$ cat config.mk
export PLATFORM = sky130hd
export DESIGN_NAME = http_request_byte_parser_flat
export DESIGN_NICKNAME = d
export VERILOG_FILES = /design/src/sv/hrp_pkg.sv /design/src/sv/hrp_stream_if.sv /design/src/sv/hrp_front.sv /design/src/sv/hrp_queue.sv /design/src/sv/hrp_back.sv /design/src/sv/http_request_byte_parser.sv /design/src/flat_wrapper.sv
export VERILOG_INCLUDE_DIRS = /design/src /design/src/sv
export SDC_FILE = /design/constraint.sdc
export NUM_CORES = 1
export LEC_CHECK = 0
export BUFFER_PORTS_ARGS = -buffer_cell sky130_fd_sc_hd__buf_4
export CAP_MARGIN = 10
export CORE_MARGIN = 8
export CORE_UTILIZATION = 30
export DETAILED_ROUTE_END_ITERATION = 6
export RECOVER_POWER = 25
export SLEW_MARGIN = 20
export SYNTH_ARGS = -nofsm -noshare
export SYNTH_HDL_FRONTEND = slang
export SYNTH_SLANG_ARGS = --single-unit
export TNS_END_PERCENT = 10
$ cat constraint.sdc
create_clock -name clk -period 9.3 [get_ports clk]
set_input_delay 1.86 -clock clk [delete_from_list [all_inputs] [get_ports clk]]
set_output_delay 1.86 -clock clk [all_outputs]
set_load 0.01 [all_outputs]
$ cat src/sv/http_request_byte_parser_defines.svh
// Assertion macros for the HTTP request byte parser.
`ifndef HTTP_REQUEST_BYTE_PARSER_DEFINES_SVH
`define HTTP_REQUEST_BYTE_PARSER_DEFINES_SVH
`ifndef SYNTHESIS
`define HRP_ASSERT(label, clk, rst_n, prop, msg) \
    label: assert property (@(posedge clk) disable iff (!rst_n) prop) else $error(msg);
`define HRP_ASSERT_NORST(label, clk, prop, msg) \
    label: assert property (@(posedge clk) prop) else $error(msg);
`else
`define HRP_ASSERT(label, clk, rst_n, prop, msg)
`define HRP_ASSERT_NORST(label, clk, prop, msg)
`endif
`endif

$ cat src/sv/hrp_pkg.sv
// Package for the HTTP request byte parser: types, codes and character helpers.
`default_nettype none
package hrp_pkg;

    localparam int COUNT_BITS_DEF = 64;
    localparam int QUEUE_DEPTH = 2;

    typedef enum logic [4:0] {
        S_METHOD_START = 5'd0,  S_METHOD = 5'd1,     S_URI = 5'd2,
        S_VH = 5'd3,            S_VT1 = 5'd4,        S_VT2 = 5'd5,
        S_VP = 5'd6,            S_VSLASH = 5'd7,     S_MAJ_START = 5'd8,
        S_MAJ = 5'd9,           S_MIN_START = 5'd10, S_MIN = 5'd11,
        S_NL1 = 5'd12,          S_LINE_START = 5'd13, S_LWS = 5'd14,
        S_NAME = 5'd15,         S_SPACE = 5'd16,     S_VALUE = 5'd17,
        S_NL2 = 5'd18,          S_NL3 = 5'd19,       S_CLEN_START = 5'd20,
        S_CLEN = 5'd21,         S_CLEN_NL = 5'd22,   S_CHUNK = 5'd23,
        S_CHUNK_NL = 5'd24,     S_TERM_CR = 5'd25,   S_TERM_LF = 5'd26,
        S_TRAIL_START = 5'd27,  S_TERM_NL = 5'd28,   S_FIXED = 5'd29,
        S_DONE = 5'd30,         S_VALUE_CONT = 5'd31
    } state_t;

    localparam logic [1:0] ST_INCOMPLETE = 2'd0;
    localparam logic [1:0] ST_COMPLETE   = 2'd1;
    localparam logic [1:0] ST_INVALID    = 2'd2;

    localparam logic [2:0] CLS_NONE   = 3'd0;
    localparam logic [2:0] CLS_METHOD = 3'd1;
    localparam logic [2:0] CLS_URI    = 3'd2;
    localparam logic [2:0] CLS_NAME   = 3'd3;
    localparam logic [2:0] CLS_VALUE  = 3'd4;
    localparam logic [2:0] CLS_BODY   = 3'd5;

    localparam logic [4:0] V_NONE          = 5'd0;
    localparam logic [4:0] V_TE0           = 5'd1;
    localparam logic [4:0] V_CHUNKED_FULL  = 5'd8;
    localparam logic [4:0] V_IDENTITY_FULL = 5'd16;
    localparam logic [4:0] V_TE_MISS       = 5'd17;
    localparam logic [4:0] V_CL_EMPTY      = 5'd18;
    localparam logic [4:0] V_CL_DIGITS     = 5'd19;

    localparam logic [1:0] ENC_NONE     = 2'd0;
    localparam logic [1:0] ENC_CHUNKED  = 2'd1;
    localparam logic [1:0] ENC_IDENTITY = 2'd2;
    localparam logic [1:0] ENC_OTHER    = 2'd3;

    localparam logic OP_BYTE    = 1'b0;
    localparam logic OP_RESTART = 1'b1;

    // Input item as carried on the input channel.
    typedef struct packed {
        logic       op;
        logic [7:0] data_byte;
    } in_item_t;

    // Classified byte handed from the front part to the back part.
    typedef struct packed {
        logic       restart;
        logic [7:0] data_byte;
        logic       tok;
        logic       ctl;
        logic       digit;
        logic       hex_ok;
        logic [3:0] hex_val;
        logic [7:0] low;
    } cls_item_t;

    // Result item as carried on the output channel.
    typedef struct packed {
        logic [1:0] status;
        logic [2:0] byte_class;
        logic [7:0] out_byte;
        logic       header_done;
        logic [7:0] major_version;
        logic [7:0] minor_version;
    } out_item_t;

    function automatic logic [7:0] to_lower(input logic [7:0] b);
        to_lower = (b >= 8'h41 && b <= 8'h5A) ? b + 8'd32 : b;
    endfunction

    function automatic logic is_ctl(input logic [7:0] b);
        is_ctl = (b <= 8'd31) || (b == 8'd127);
    endfunction

    function automatic logic is_token(input logic [7:0] b);
        case (b)
            "(", ")", "<", "@", ",", ";", ":", "\\", "\"", "/", "[", "]",
            "?", "=", "{", "}", " ", 8'h09: is_token = 1'b0;
            default: is_token = (b <= 8'd127) && !is_ctl(b);
        endcase
    endfunction

    // Lower-case name text by position.
    function automatic logic [7:0] te_char(input logic [4:0] p);
        case (p)
            5'd0: te_char = "t";  5'd1: te_char = "r";  5'd2: te_char = "a";
            5'd3: te_char = "n";  5'd4: te_char = "s";  5'd5: te_char = "f";
            5'd6: te_char = "e";  5'd7: te_char = "r";  5'd8: te_char = "-";
            5'd9: te_char = "e";  5'd10: te_char = "n"; 5'd11: te_char = "c";
            5'd12: te_char = "o"; 5'd13: te_char = "d"; 5'd14: te_char = "i";
            5'd15: te_char = "n"; 5'd16: te_char = "g";
            default: te_char = 8'd0;
        endcase
    endfunction

    function automatic logic [7:0] cl_char(input logic [4:0] p);
        case (p)
            5'd0: cl_char = "c";  5'd1: cl_char = "o";  5'd2: cl_char = "n";
            5'd3: cl_char = "t";  5'd4: cl_char = "e";  5'd5: cl_char = "n";
            5'd6: cl_char = "t";  5'd7: cl_char = "-";  5'd8: cl_char = "l";
            5'd9: cl_char = "e";  5'd10: cl_char = "n"; 5'd11: cl_char = "g";
            5'd12: cl_char = "t"; 5'd13: cl_char = "h";
            default: cl_char = 8'd0;
        endcase
    endfunction

    // Expected value characters for the encoding match codes.
    function automatic logic [7:0] enc_char(input logic [4:0] code);
        case (code)
            5'd2: enc_char = "h";  5'd3: enc_char = "u";  5'd4: enc_char = "n";
            5'd5: enc_char = "k";  5'd6: enc_char = "e";  5'd7: enc_char = "d";
            5'd9: enc_char = "d";  5'd10: enc_char = "e"; 5'd11: enc_char = "n";
            5'd12: enc_char = "t"; 5'd13: enc_char = "i"; 5'd14: enc_char = "t";
            5'd15: enc_char = "y";
            default: enc_char = 8'd0;
        endcase
    endfunction

endpackage
`default_nettype wire

$ cat src/sv/hrp_stream_if.sv
// Valid/ready stream interface carrying one payload type.
`default_nettype none
interface hrp_stream_if #(parameter type T = logic);
    logic valid;
    logic ready;
    T     payload;
    modport source (output valid, output payload, input ready);
    modport sink (input valid, input payload, output ready);
endinterface
`default_nettype wire

$ cat src/sv/hrp_front.sv
// Front part: accepts input bytes and classifies each into character flags.
`default_nettype none
module hrp_front (
    input  wire logic                 clk,
    input  wire logic                 rst_n,
    input  wire logic                 in_valid,
    output logic                      in_ready,
    input  wire hrp_pkg::in_item_t    in_item,
    output logic                      q_valid,
    input  wire logic                 q_ready,
    output hrp_pkg::cls_item_t        q_item
);
    import hrp_pkg::*;

    logic      full_reg;
    cls_item_t item_reg;
    cls_item_t item_next;
    logic [7:0] b;

    // Character classification of the incoming byte.
    always_comb
    begin
        b = in_item.data_byte;
        item_next.restart   = (in_item.op == OP_RESTART);
        item_next.data_byte = b;
        item_next.tok       = is_token(b);
        item_next.ctl       = is_ctl(b);
        item_next.digit     = (b >= "0" && b <= "9");
        item_next.low       = to_lower(b);
        item_next.hex_ok    = 1'b1;
        item_next.hex_val   = 4'd0;
        if (b >= "0" && b <= "9")
        begin
            item_next.hex_val = 4'(b - "0");
        end
        else if (b >= "a" && b <= "f")
        begin
            item_next.hex_val = 4'(b - "a" + 8'd10);
        end
        else if (b >= "A" && b <= "F")
        begin
            item_next.hex_val = 4'(b - "A" + 8'd10);
        end
        else
        begin
            item_next.hex_ok = 1'b0;
        end
    end

    assign in_ready = !full_reg || q_ready;
    assign q_valid  = full_reg;
    assign q_item   = item_reg;

    // One-entry pipeline register toward the queue.
    always_ff @(posedge clk or negedge rst_n)
    begin
        if (!rst_n)
        begin
            full_reg <= 1'b0;
        end
        else if (in_ready)
        begin
            full_reg <= in_valid;
        end
    end

    always_ff @(posedge clk)
    begin
        if (in_valid && in_ready)
        begin
            item_reg <= item_next;
        end
    end
endmodule
`default_nettype wire

$ cat src/sv/hrp_queue.sv
// Short queue between the classifying front part and the parsing back part.
`default_nettype none
module hrp_queue (
    input  wire logic                 clk,
    input  wire logic                 rst_n,
    input  wire logic                 wr_valid,
    output logic                      wr_ready,
    input  wire hrp_pkg::cls_item_t   wr_item,
    output logic                      rd_valid,
    input  wire logic                 rd_ready,
    output hrp_pkg::cls_item_t        rd_item
);
    import hrp_pkg::*;

    localparam int AW = $clog2(QUEUE_DEPTH);

    cls_item_t         mem_reg [QUEUE_DEPTH];
    logic [AW-1:0]     wp_reg;
    logic [AW-1:0]     rp_reg;
    logic [AW:0]       cnt_reg;
    logic              wr_fire;
    logic              rd_fire;

    assign wr_ready = (cnt_reg != (AW+1)'(QUEUE_DEPTH));
    assign rd_valid = (cnt_reg != '0);
    assign rd_item  = mem_reg[rp_reg];
    assign wr_fire  = wr_valid && wr_ready;
    assign rd_fire  = rd_valid && rd_ready;

    // Pointers and fill count.
    always_ff @(posedge clk or negedge rst_n)
    begin
        if (!rst_n)
        begin
            wp_reg  <= '0;
            rp_reg  <= '0;
            cnt_reg <= '0;
        end
        else
        begin
            if (wr_fire)
            begin
                wp_reg <= (wp_reg == AW'(QUEUE_DEPTH - 1)) ? '0 : wp_reg + 1'b1;
            end
            if (rd_fire)
            begin
                rp_reg <= (rp_reg == AW'(QUEUE_DEPTH - 1)) ? '0 : rp_reg + 1'b1;
            end
            cnt_reg <= cnt_reg + (AW+1)'(wr_fire) - (AW+1)'(rd_fire);
        end
    end

    always_ff @(posedge clk)
    begin
        if (wr_fire)
        begin
            mem_reg[wp_reg] <= wr_item;
        end
    end
endmodule
`default_nettype wire

$ cat src/sv/hrp_back.sv
// Back part: the request parse state machine and registered result output.
`default_nettype none
module hrp_back #(
    parameter int COUNT_BITS = hrp_pkg::COUNT_BITS_DEF
) (
    input  wire logic                 clk,
    input  wire logic                 rst_n,
    input  wire logic                 q_valid,
    output logic                      q_ready,
    input  wire hrp_pkg::cls_item_t   q_item,
    output logic                      out_valid,
    input  wire logic                 out_ready,
    output hrp_pkg::out_item_t        out_item
);
    import hrp_pkg::*;

    localparam logic [COUNT_BITS-1:0] CMAX = '1;

    state_t                state_reg, state_next;
    logic [7:0]            major_reg, major_next, minor_reg, minor_next;
    logic [COUNT_BITS-1:0] left_reg, left_next, len_reg, len_next;
    logic                  seen_reg, seen_next, lfound_reg, lfound_next;
    logic [4:0]            pos_reg, pos_next, code_reg, code_next;
    logic [1:0]            flags_reg, flags_next, enc_reg, enc_next;
    logic                  ovalid_reg;
    out_item_t             oitem_reg, oitem_next;

    logic       fire;
    logic [1:0] st;
    logic [2:0] cls;
    logic       hd;
    logic [7:0] b;
    logic [4:0] code;
    logic [COUNT_BITS+3:0] dec_acc, hex_acc;
    logic [11:0] ver_acc;

    assign q_ready   = !ovalid_reg || out_ready;
    assign fire      = q_valid && q_ready;
    assign out_valid = ovalid_reg;
    assign out_item  = oitem_reg;

    // Next state and result of one byte.
    always_comb
    begin
        b = q_item.data_byte;
        code = code_reg;
        state_next = state_reg;
        major_next = major_reg;
        minor_next = minor_reg;
        left_next  = left_reg;
        len_next   = len_reg;
        seen_next  = seen_reg;
        lfound_next = lfound_reg;
        pos_next   = pos_reg;
        code_next  = code_reg;
        flags_next = flags_reg;
        enc_next   = enc_reg;
        st = ST_INCOMPLETE;
        cls = CLS_NONE;
        hd = 1'b0;
        dec_acc = ({4'd0, len_reg} << 3) + ({4'd0, len_reg} << 1)
                  + (COUNT_BITS+4)'(q_item.hex_val);
        hex_acc = ({4'd0, left_reg} << 4) + (COUNT_BITS+4)'(q_item.hex_val);
        ver_acc = 12'd0;
        if (q_item.restart)
        begin
            state_next = S_METHOD_START;
            major_next = '0;
            minor_next = '0;
            left_next = '0;
            len_next = '0;
            seen_next = 1'b0;
            pos_next = '0;
            flags_next = 2'b11;
            code_next = V_NONE;
            enc_next = ENC_NONE;
            lfound_next = 1'b0;
        end
        else
        begin
            unique case (state_reg)
                S_METHOD_START:
                    if (q_item.tok) begin state_next = S_METHOD; cls = CLS_METHOD; end
                    else st = ST_INVALID;
                S_METHOD:
                    if (b == " ") state_next = S_URI;
                    else if (q_item.tok) cls = CLS_METHOD;
                    else st = ST_INVALID;
                S_URI:
                    if (b == " ") state_next = S_VH;
                    else if (q_item.ctl) st = ST_INVALID;
                    else cls = CLS_URI;
                S_VH:  if (b == "H") state_next = S_VT1; else st = ST_INVALID;
                S_VT1: if (b == "T") state_next = S_VT2; else st = ST_INVALID;
                S_VT2: if (b == "T") state_next = S_VP; else st = ST_INVALID;
                S_VP:  if (b == "P") state_next = S_VSLASH; else st = ST_INVALID;
                S_VSLASH:
                    if (b == "/")
                    begin
                        state_next = S_MAJ_START;
                        major_next = '0;
                        minor_next = '0;
                    end
                    else st = ST_INVALID;
                S_MAJ_START:
                    if (q_item.digit)
                    begin
                        state_next = S_MAJ;
                        major_next = {4'd0, q_item.hex_val};
                    end
                    else st = ST_INVALID;
                S_MAJ:
                    if (b == ".") state_next = S_MIN_START;
                    else if (q_item.digit)
                    begin
                        ver_acc = {4'd0, major_reg} * 12'd10 + 12'(q_item.hex_val);
                        major_next = (ver_acc > 12'd255) ? 8'd255 : ver_acc[7:0];
                    end
                    else st = ST_INVALID;
                S_MIN_START:
                    if (q_item.digit)
                    begin
                        state_next = S_MIN;
                        minor_next = {4'd0, q_item.hex_val};
                    end
                    else st = ST_INVALID;
                S_MIN:
                    if (b == 8'h0D) state_next = S_NL1;
                    else if (q_item.digit)
                    begin
                        ver_acc = {4'd0, minor_reg} * 12'd10 + 12'(q_item.hex_val);
                        minor_next = (ver_acc > 12'd255) ? 8'd255 : ver_acc[7:0];
                    end
                    else st = ST_INVALID;
                S_NL1: if (b == 8'h0A) state_next = S_LINE_START; else st = ST_INVALID;
                S_LINE_START:
                    if (b == 8'h0D) state_next = S_NL3;
                    else if (seen_reg && (b == " " || b == 8'h09)) state_next = S_LWS;
                    else if (q_item.tok)
                    begin
                        state_next = S_NAME;
                        cls = CLS_NAME;
                        code_next = V_NONE;
                        flags_next = 2'b11;
                        if (q_item.low != te_char(5'd0)) flags_next[0] = 1'b0;
                        if (q_item.low != cl_char(5'd0)) flags_next[1] = 1'b0;
                        pos_next = 5'd1;
                    end
                    else st = ST_INVALID;
                S_LWS:
                    if (b == 8'h0D) state_next = S_NL2;
                    else if (b == " " || b == 8'h09)
                    begin
                        state_next = S_LWS;
                    end
                    else if (q_item.ctl || code == V_CL_EMPTY || code == V_CL_DIGITS)
                        st = ST_INVALID;
                    else
                    begin
                        if (code >= V_TE0 && code <= V_TE_MISS)
                        begin
                            code_next = V_TE_MISS;
                            enc_next = ENC_OTHER;
                        end
                        state_next = S_VALUE_CONT;
                        cls = CLS_VALUE;
                    end
                S_NAME:
                    if (b == ":")
                    begin
                        state_next = S_SPACE;
                        code_next = V_NONE;
                        if (flags_reg[0] && pos_reg == 5'd17 && enc_reg == ENC_NONE)
                        begin
                            enc_next = ENC_OTHER;
                            code_next = V_TE0;
                        end
                        else if (flags_reg[1] && pos_reg == 5'd14 && !lfound_reg)
                        begin
                            lfound_next = 1'b1;
                            len_next = '0;
                            code_next = V_CL_EMPTY;
                        end
                    end
                    else if (q_item.tok)
                    begin
                        cls = CLS_NAME;
                        if (pos_reg >= 5'd17 || q_item.low != te_char(pos_reg))
                            flags_next[0] = 1'b0;
                        if (pos_reg >= 5'd14 || q_item.low != cl_char(pos_reg))
                            flags_next[1] = 1'b0;
                        if (pos_reg != 5'd31) pos_next = pos_reg + 5'd1;
                    end
                    else st = ST_INVALID;
                S_SPACE: if (b == " ") state_next = S_VALUE; else st = ST_INVALID;
                S_VALUE:
                    if (b == 8'h0D)
                    begin
                        if (code == V_CL_EMPTY) st = ST_INVALID;
                        else
                        begin
                            if (code >= V_TE0 && code <= V_TE_MISS)
                                enc_next = (code == V_CHUNKED_FULL) ? ENC_CHUNKED :
                                           (code == V_IDENTITY_FULL) ? ENC_IDENTITY : ENC_OTHER;
                            state_next = S_NL2;
                            hd = 1'b1;
                            seen_next = 1'b1;
                        end
                    end
                    else if (q_item.ctl) st = ST_INVALID;
                    else if (code == V_CL_EMPTY || code == V_CL_DIGITS)
                    begin
                        if (!q_item.digit) st = ST_INVALID;
                        else
                        begin
                            len_next = (dec_acc[COUNT_BITS+3:COUNT_BITS] != 4'd0)
                                       ? CMAX : dec_acc[COUNT_BITS-1:0];
                            code_next = V_CL_DIGITS;
                            cls = CLS_VALUE;
                        end
                    end
                    else
                    begin
                        if (code == V_TE0)
                            code_next = (q_item.low == "c") ? 5'd2 :
                                        (q_item.low == "i") ? 5'd9 : V_TE_MISS;
                        else if ((code >= 5'd2 && code <= 5'd7) ||
                                 (code >= 5'd9 && code <= 5'd15))
                            code_next = (q_item.low == enc_char(code)) ? code + 5'd1 : V_TE_MISS;
                        else if (code >= V_TE0 && code <= V_TE_MISS)
                            code_next = V_TE_MISS;
                        cls = CLS_VALUE;
                    end
                S_VALUE_CONT:
                    if (b == 8'h0D) state_next = S_NL2;
                    else if (q_item.ctl) st = ST_INVALID;
                    else cls = CLS_VALUE;
                S_NL2: if (b == 8'h0A) state_next = S_LINE_START; else st = ST_INVALID;
                S_NL3:
                    if (b != 8'h0A || enc_reg == ENC_OTHER) st = ST_INVALID;
                    else if (enc_reg == ENC_CHUNKED) state_next = S_CLEN_START;
                    else if (lfound_reg && len_reg != '0)
                    begin
                        state_next = S_FIXED;
                        left_next = len_reg;
                    end
                    else
                    begin
                        state_next = S_DONE;
                        st = ST_COMPLETE;
                    end
                S_CLEN_START:
                    if (b == "0") state_next = S_TERM_CR;
                    else if (q_item.hex_ok)
                    begin
                        state_next = S_CLEN;
                        left_next = COUNT_BITS'(q_item.hex_val);
                    end
                    else st = ST_INVALID;
                S_CLEN:
                    if (b == 8'h0D) state_next = S_CLEN_NL;
                    else if (q_item.hex_ok)
                        left_next = (hex_acc[COUNT_BITS+3:COUNT_BITS] != 4'd0)
                                    ? CMAX : hex_acc[COUNT_BITS-1:0];
                    else st = ST_INVALID;
                S_CLEN_NL: if (b == 8'h0A) state_next = S_CHUNK; else st = ST_INVALID;
                S_CHUNK:
                    if (left_reg == '0)
                    begin
                        if (b == 8'h0D) state_next = S_CHUNK_NL;
                        else st = ST_INVALID;
                    end
                    else
                    begin
                        left_next = left_reg - 1'b1;
                        cls = CLS_BODY;
                    end
                S_CHUNK_NL: if (b == 8'h0A) state_next = S_CLEN_START; else st = ST_INVALID;
                S_TERM_CR: if (b == 8'h0D) state_next = S_TERM_LF; else st = ST_INVALID;
                S_TERM_LF: if (b == 8'h0A) state_next = S_TRAIL_START; else st = ST_INVALID;
                S_TRAIL_START: if (b == 8'h0D) state_next = S_TERM_NL; else st = ST_INVALID;
                S_TERM_NL:
                    if (b == 8'h0A)
                    begin
                        state_next = S_DONE;
                        st = ST_COMPLETE;
                    end
                    else st = ST_INVALID;
                S_FIXED:
                begin
                    cls = CLS_BODY;
                    if (left_reg <= COUNT_BITS'(1))
                    begin
                        left_next = '0;
                        state_next = S_DONE;
                        st = ST_COMPLETE;
                    end
                    else left_next = left_reg - 1'b1;
                end
                S_DONE: st = ST_INVALID;
                default: st = ST_INVALID;
            endcase
        end
        oitem_next.status = st;
        oitem_next.byte_class = cls;
        oitem_next.out_byte = (cls != CLS_NONE) ? b : 8'd0;
        oitem_next.header_done = hd;
        oitem_next.major_version = major_next;
        oitem_next.minor_version = minor_next;
    end

    // Parser state registers.
    always_ff @(posedge clk or negedge rst_n)
    begin
        if (!rst_n)
        begin
            state_reg  <= S_METHOD_START;
            major_reg  <= '0;
            minor_reg  <= '0;
            left_reg   <= '0;
            len_reg    <= '0;
            seen_reg   <= 1'b0;
            lfound_reg <= 1'b0;
            pos_reg    <= '0;
            code_reg   <= V_NONE;
            flags_reg  <= 2'b11;
            enc_reg    <= ENC_NONE;
            ovalid_reg <= 1'b0;
        end
        else
        begin
            if (fire)
            begin
                state_reg  <= state_next;
                major_reg  <= major_next;
                minor_reg  <= minor_next;
                left_reg   <= left_next;
                len_reg    <= len_next;
                seen_reg   <= seen_next;
                lfound_reg <= lfound_next;
                pos_reg    <= pos_next;
                code_reg   <= code_next;
                flags_reg  <= flags_next;
                enc_reg    <= enc_next;
            end
            if (q_ready)
            begin
                ovalid_reg <= q_valid;
            end
        end
    end

    // Result register.
    always_ff @(posedge clk)
    begin
        if (fire)
        begin
            oitem_reg <= oitem_next;
        end
    end
endmodule
`default_nettype wire

$ cat src/sv/http_request_byte_parser.sv
// Top level of the HTTP request byte parser.
// Takes an HTTP/1.x request one byte per transfer and returns one result per byte:
// a status, the byte's class, the byte itself, a header-done flag and the parsed
// version. One byte is accepted every clock cycle while the output is not stalled;
// each byte passes a classifying register, a two-entry queue and the parse state
// machine, whose result is registered before it is offered on the output.
// Content-Length and chunk sizes saturate at COUNT_BITS bits.
`default_nettype none
`include "http_request_byte_parser_defines.svh"
module http_request_byte_parser #(
    parameter int COUNT_BITS = hrp_pkg::COUNT_BITS_DEF
) (
    input wire logic clk,
    input wire logic rst_n,
    hrp_stream_if.sink   in_ch,
    hrp_stream_if.source out_ch
);
    import hrp_pkg::*;

    logic      f_valid, f_ready, b_valid, b_ready;
    cls_item_t f_item, b_item;
    in_item_t  in_item;
    out_item_t out_item;

    assign in_item = in_ch.payload;
    assign out_ch.payload = out_item;

    // Front part: classify each transfer.
    hrp_front u_front (
        .clk(clk), .rst_n(rst_n),
        .in_valid(in_ch.valid), .in_ready(in_ch.ready), .in_item(in_item),
        .q_valid(f_valid), .q_ready(f_ready), .q_item(f_item)
    );

    // Queue between the two parts.
    hrp_queue u_queue (
        .clk(clk), .rst_n(rst_n),
        .wr_valid(f_valid), .wr_ready(f_ready), .wr_item(f_item),
        .rd_valid(b_valid), .rd_ready(b_ready), .rd_item(b_item)
    );

    // Back part: parse state machine.
    hrp_back #(.COUNT_BITS(COUNT_BITS)) u_back (
        .clk(clk), .rst_n(rst_n),
        .q_valid(b_valid), .q_ready(b_ready), .q_item(b_item),
        .out_valid(out_ch.valid), .out_ready(out_ch.ready), .out_item(out_item)
    );

    `HRP_ASSERT(a_status_range, clk, rst_n, out_ch.valid |-> out_item.status != 2'd3, "bad status")
    `HRP_ASSERT(a_class_byte, clk, rst_n, (out_ch.valid && out_item.byte_class == CLS_NONE) |-> out_item.out_byte == 8'd0, "byte without class")
    `HRP_ASSERT(a_hold, clk, rst_n, (out_ch.valid && !out_ch.ready) |=> (out_ch.valid && $stable(out_item)), "result dropped")
    `HRP_ASSERT_NORST(a_rst_idle, clk, !rst_n |=> !out_ch.valid, "output valid after reset")
endmodule
`default_nettype wire

$ cat src/flat_wrapper.sv
// flat-port wrapper written by rule: the top's interface ports become plain ports
module http_request_byte_parser_flat import hrp_pkg::*;
#(
    parameter int COUNT_BITS = hrp_pkg::COUNT_BITS_DEF
)
  (clk, rst_n, in_ch_valid, in_ch_payload, in_ch_ready, out_ch_valid, out_ch_payload, out_ch_ready);
  hrp_stream_if #(.T(in_item_t)) in_ch_i ();
  hrp_stream_if #(.T(out_item_t)) out_ch_i ();
  input wire logic clk;
  input wire logic rst_n;
  input wire logic [$bits(in_ch_i.valid)-1:0] in_ch_valid;
  input wire logic [$bits(in_ch_i.payload)-1:0] in_ch_payload;
  output wire logic [$bits(in_ch_i.ready)-1:0] in_ch_ready;
  output wire logic [$bits(out_ch_i.valid)-1:0] out_ch_valid;
  output wire logic [$bits(out_ch_i.payload)-1:0] out_ch_payload;
  input wire logic [$bits(out_ch_i.ready)-1:0] out_ch_ready;
  assign in_ch_i.valid = in_ch_valid;
  assign in_ch_i.payload = in_ch_payload;
  assign in_ch_ready = in_ch_i.ready;
  assign out_ch_valid = out_ch_i.valid;
  assign out_ch_payload = out_ch_i.payload;
  assign out_ch_i.ready = out_ch_ready;
  http_request_byte_parser #(.COUNT_BITS(COUNT_BITS)) u_core (.clk(clk), .rst_n(rst_n), .in_ch(in_ch_i), .out_ch(out_ch_i));
endmodule
==> metrics.txt <==
status=finished with violations; CP cell instances=mux2i_1, inv_1, fa_1, fa_1, a21o_1, a221oi_2, nor2_1, o21a_1, o41ai_2, o31ai_1, mux2_1, or3_1, nor2_4, buf_4, a31oi_1; dpl cell area=22520 µm²; # setup viols final=0; CTS Hold Bufs=0; P_leak=9.967 nW; antenna violations before repair=1; clk slew on worst S/H paths=60 ps; Area contributors post-synth=dfrtp_1, edfxtp_1, ha_1; DR iter-0 viols=2095; cell taking the most area after synthesis=dfrtp_1; Synthesized Nets=2707; initial core utilization=30.08%; Mapped Cells=2502; max_cap viols=1; Pins Over Slew Limit=21; Final Core Density=33.45%; cts bufs inserted=34; synthesized area=21360 µm²; DPL Wire Length=46640 µm; Max stage delay cell, worst path=nor2_4; H-tree levels=2; Power Dens Cells=275.1 nW/µm²; Ys Warns=0; Row Count=98; violated checks=max-capacitance violations, max-slew violations; Max-slew headroom=-19.67%; top-area cell type share of the netlist area=19.80%; Layout area overhead=11.21%; Worst Path Buf+Inv=2; All-Layer GR Usage=16.03%; list of most frequent post-synthesis cells=o21ai_0, nand2_1, a21oi_1, ha_1, nor2_1; IO buf count=44; pre-CTS setup slack=3434 ps; first-pass GRT wire length=104900 µm; most common cell in the netlist=o21ai_0; Critical Path RT=9680 ps; CTS tree=built; Post-Synth Simple-Gate Area=17.99%; filler cell count in the final layout=7299; Most common cell on crit path=fa_1; Tightest Pin Transition=1789 ps; fin crit period=5937 ps; clk sinks=261; Total Nets Final=2664; total number of vias=19570; gp weighted congestion=0.9305; Critical Path End Type=register; I/O pins=45; Clock Skew=22.79 ps; root buffer cell=clkbuf_16; Post-synth EDFFs=90; Fin. Hold Viols=0; Worst Path Arrival=6320 ps; drt total wl=66160 µm; post-synthesis mux area share=2.092%; async set or reset register ratio after synthesis=65.52%; synthesis-stage register bit count=261; Routed Antenna Nets=0; CP max FO=31; critical path launch point type=register; Core Area=71000 µm²; fmax=168.4 MHz; TritonRoute pass-1 iters=6; sequential fraction of the synthesis area=32.70%; CTS Buffer Depth=3; vias in the first global route=18540; largest family of logic cells by synthesized area=compound AO/OA/AOI/OAI gates; Peak VDD IR=0.0001535 V; Fin Setup TNS=0 ps; Most used DFF post-synth=dfrtp_1; Die W=282.8 µm; total grt overflow=0; Synth cell types=97; Max stage delay on crit path=660 ps; Synth Area per Inst=8.535 µm²; post-synthesis compound-gate area fraction=26.34%; Post-Synth Adder-Cell Area=11.46%; Remaining DRCs=0; PnR worst setup slack=3363 ps; HP Class=reg -> reg; CP delay by family, top=compound AO/OA/AOI/OAI gates; post-synthesis xor/xnor area fraction=5.701%; RSZ-0062 raised after global routing=false; Vias/cell=5.700; WL per Instance=19.27 µm; share of cells above drive strength 1=7.534%; height of the chip=282.8 µm; post-CTS setup buffer count=0; post-route clock period utilization=63.84%; Resize count post-CTS=0; Die Area=79980 µm²; largest net degree at the start of global routing=101; WS Path Type=reg -> reg; total chip power=6.534 mW; final instance area=23750 µm²; Clk Latency, worst-skew pair=560 ps
[stage by stage]
| step | std cells | hold WS (ps) |
|---|---|---|
| floorplan | 2502 | 421.5 |
| global placement | 3373 | 424.9 |
| detailed placement | 3373 | 431.3 |
| CTS | 3432 | 447.8 |
| global route | 3432 | 458.9 |
| finish | 3433 | 442.9 |
[worst reg2reg max path, delay by kind of cell, from the launching register on]
family | cells | cell delay, ps
AOI/OAI and AO/OA | 6 | 1610
and+or+nand+nor | 3 | 1300
muxes | 2 | 710
adders and majority gates | 2 | 1030
buffers and inverters | 2 | 730
DFF | 1 | 400
[power by group]
group	switching [mW]	leakage, nW	internal (mW)
clock	0.553	0.612	0.961
sequential	0.299	3.17	1.49
combinational	2.04	6.19	1.19
[worst paths after layout]
check,startpoint,end,slack [ps],depth (start not counted)
max,u_core.u_queue.rp_reg,u_core.u_back.len_reg[4],3360,15
min,u_core.u_front.q_item[8],u_core.u_queue.mem_reg[0][8],440,0
max reg2reg,u_core.u_queue.rp_reg,u_core.u_back.len_reg[4],3360,15
min reg2reg,u_core.u_front.q_item[8],u_core.u_queue.mem_reg[0][8],440,0
max in group asynchronous,rst_n,u_core.u_back.len_reg[44],6280,2
min in group asynchronous,rst_n,u_core.u_back.len_reg[16],1390,1
[cell families after synthesis]
group | Yosys count
flip-flops | 261
AO/OA/AOI/OAI | 890
XOR/XNOR | 139
AND/OR/NAND/NOR | 783
buffers and inverters | 197
adder cells (fa/ha/maj) | 192
multiplexers | 40
[placed cells by master, fill, tap and decap left out, types with 42 or more instances in the layout]
| master | n |
|---|---|
| o21ai_0 | 269 |
| nand2_1 | 263 |
| a21oi_1 | 203 |
| ha_1 | 186 |
| nor2_1 | 176 |
| dfrtp_1 | 168 |
| edfxtp_1 | 90 |
| xnor2_1 | 76 |
| xor2_1 | 63 |
| a31oi_1 | 60 |
| nor3_1 | 59 |
| buf_4 | 56 |
| a21o_1 | 49 |
| inv_1 | 46 |
| nand3_1 | 42 |
[cell type report]
cell class | instances | area (µm²) | share of cell area [%]
well taps | 950 | 1189 | 5.005
clock inverters | 19 | 330.3 | 1.391
diodes | 1 | 2.502 | 0.01054
flip-flops and latches | 261 | 6985 | 29.41
inverters | 50 | 187.7 | 0.7902
multi-input cells | 2044 | 13640 | 57.45
clock buffers | 40 | 924.6 | 3.893
repair buffers | 68 | 486.7 | 2.049
[per-layer routing]
metal	track usage (%)	vias up	routed length, µm
li1	-	9326	-
met1	22.72	9422	30770
met2	25.09	689	29390
met3	1.965	130	3986
met4	5.422	0	2011
met5	0	-	0
(Power assumes the default switching activity.)
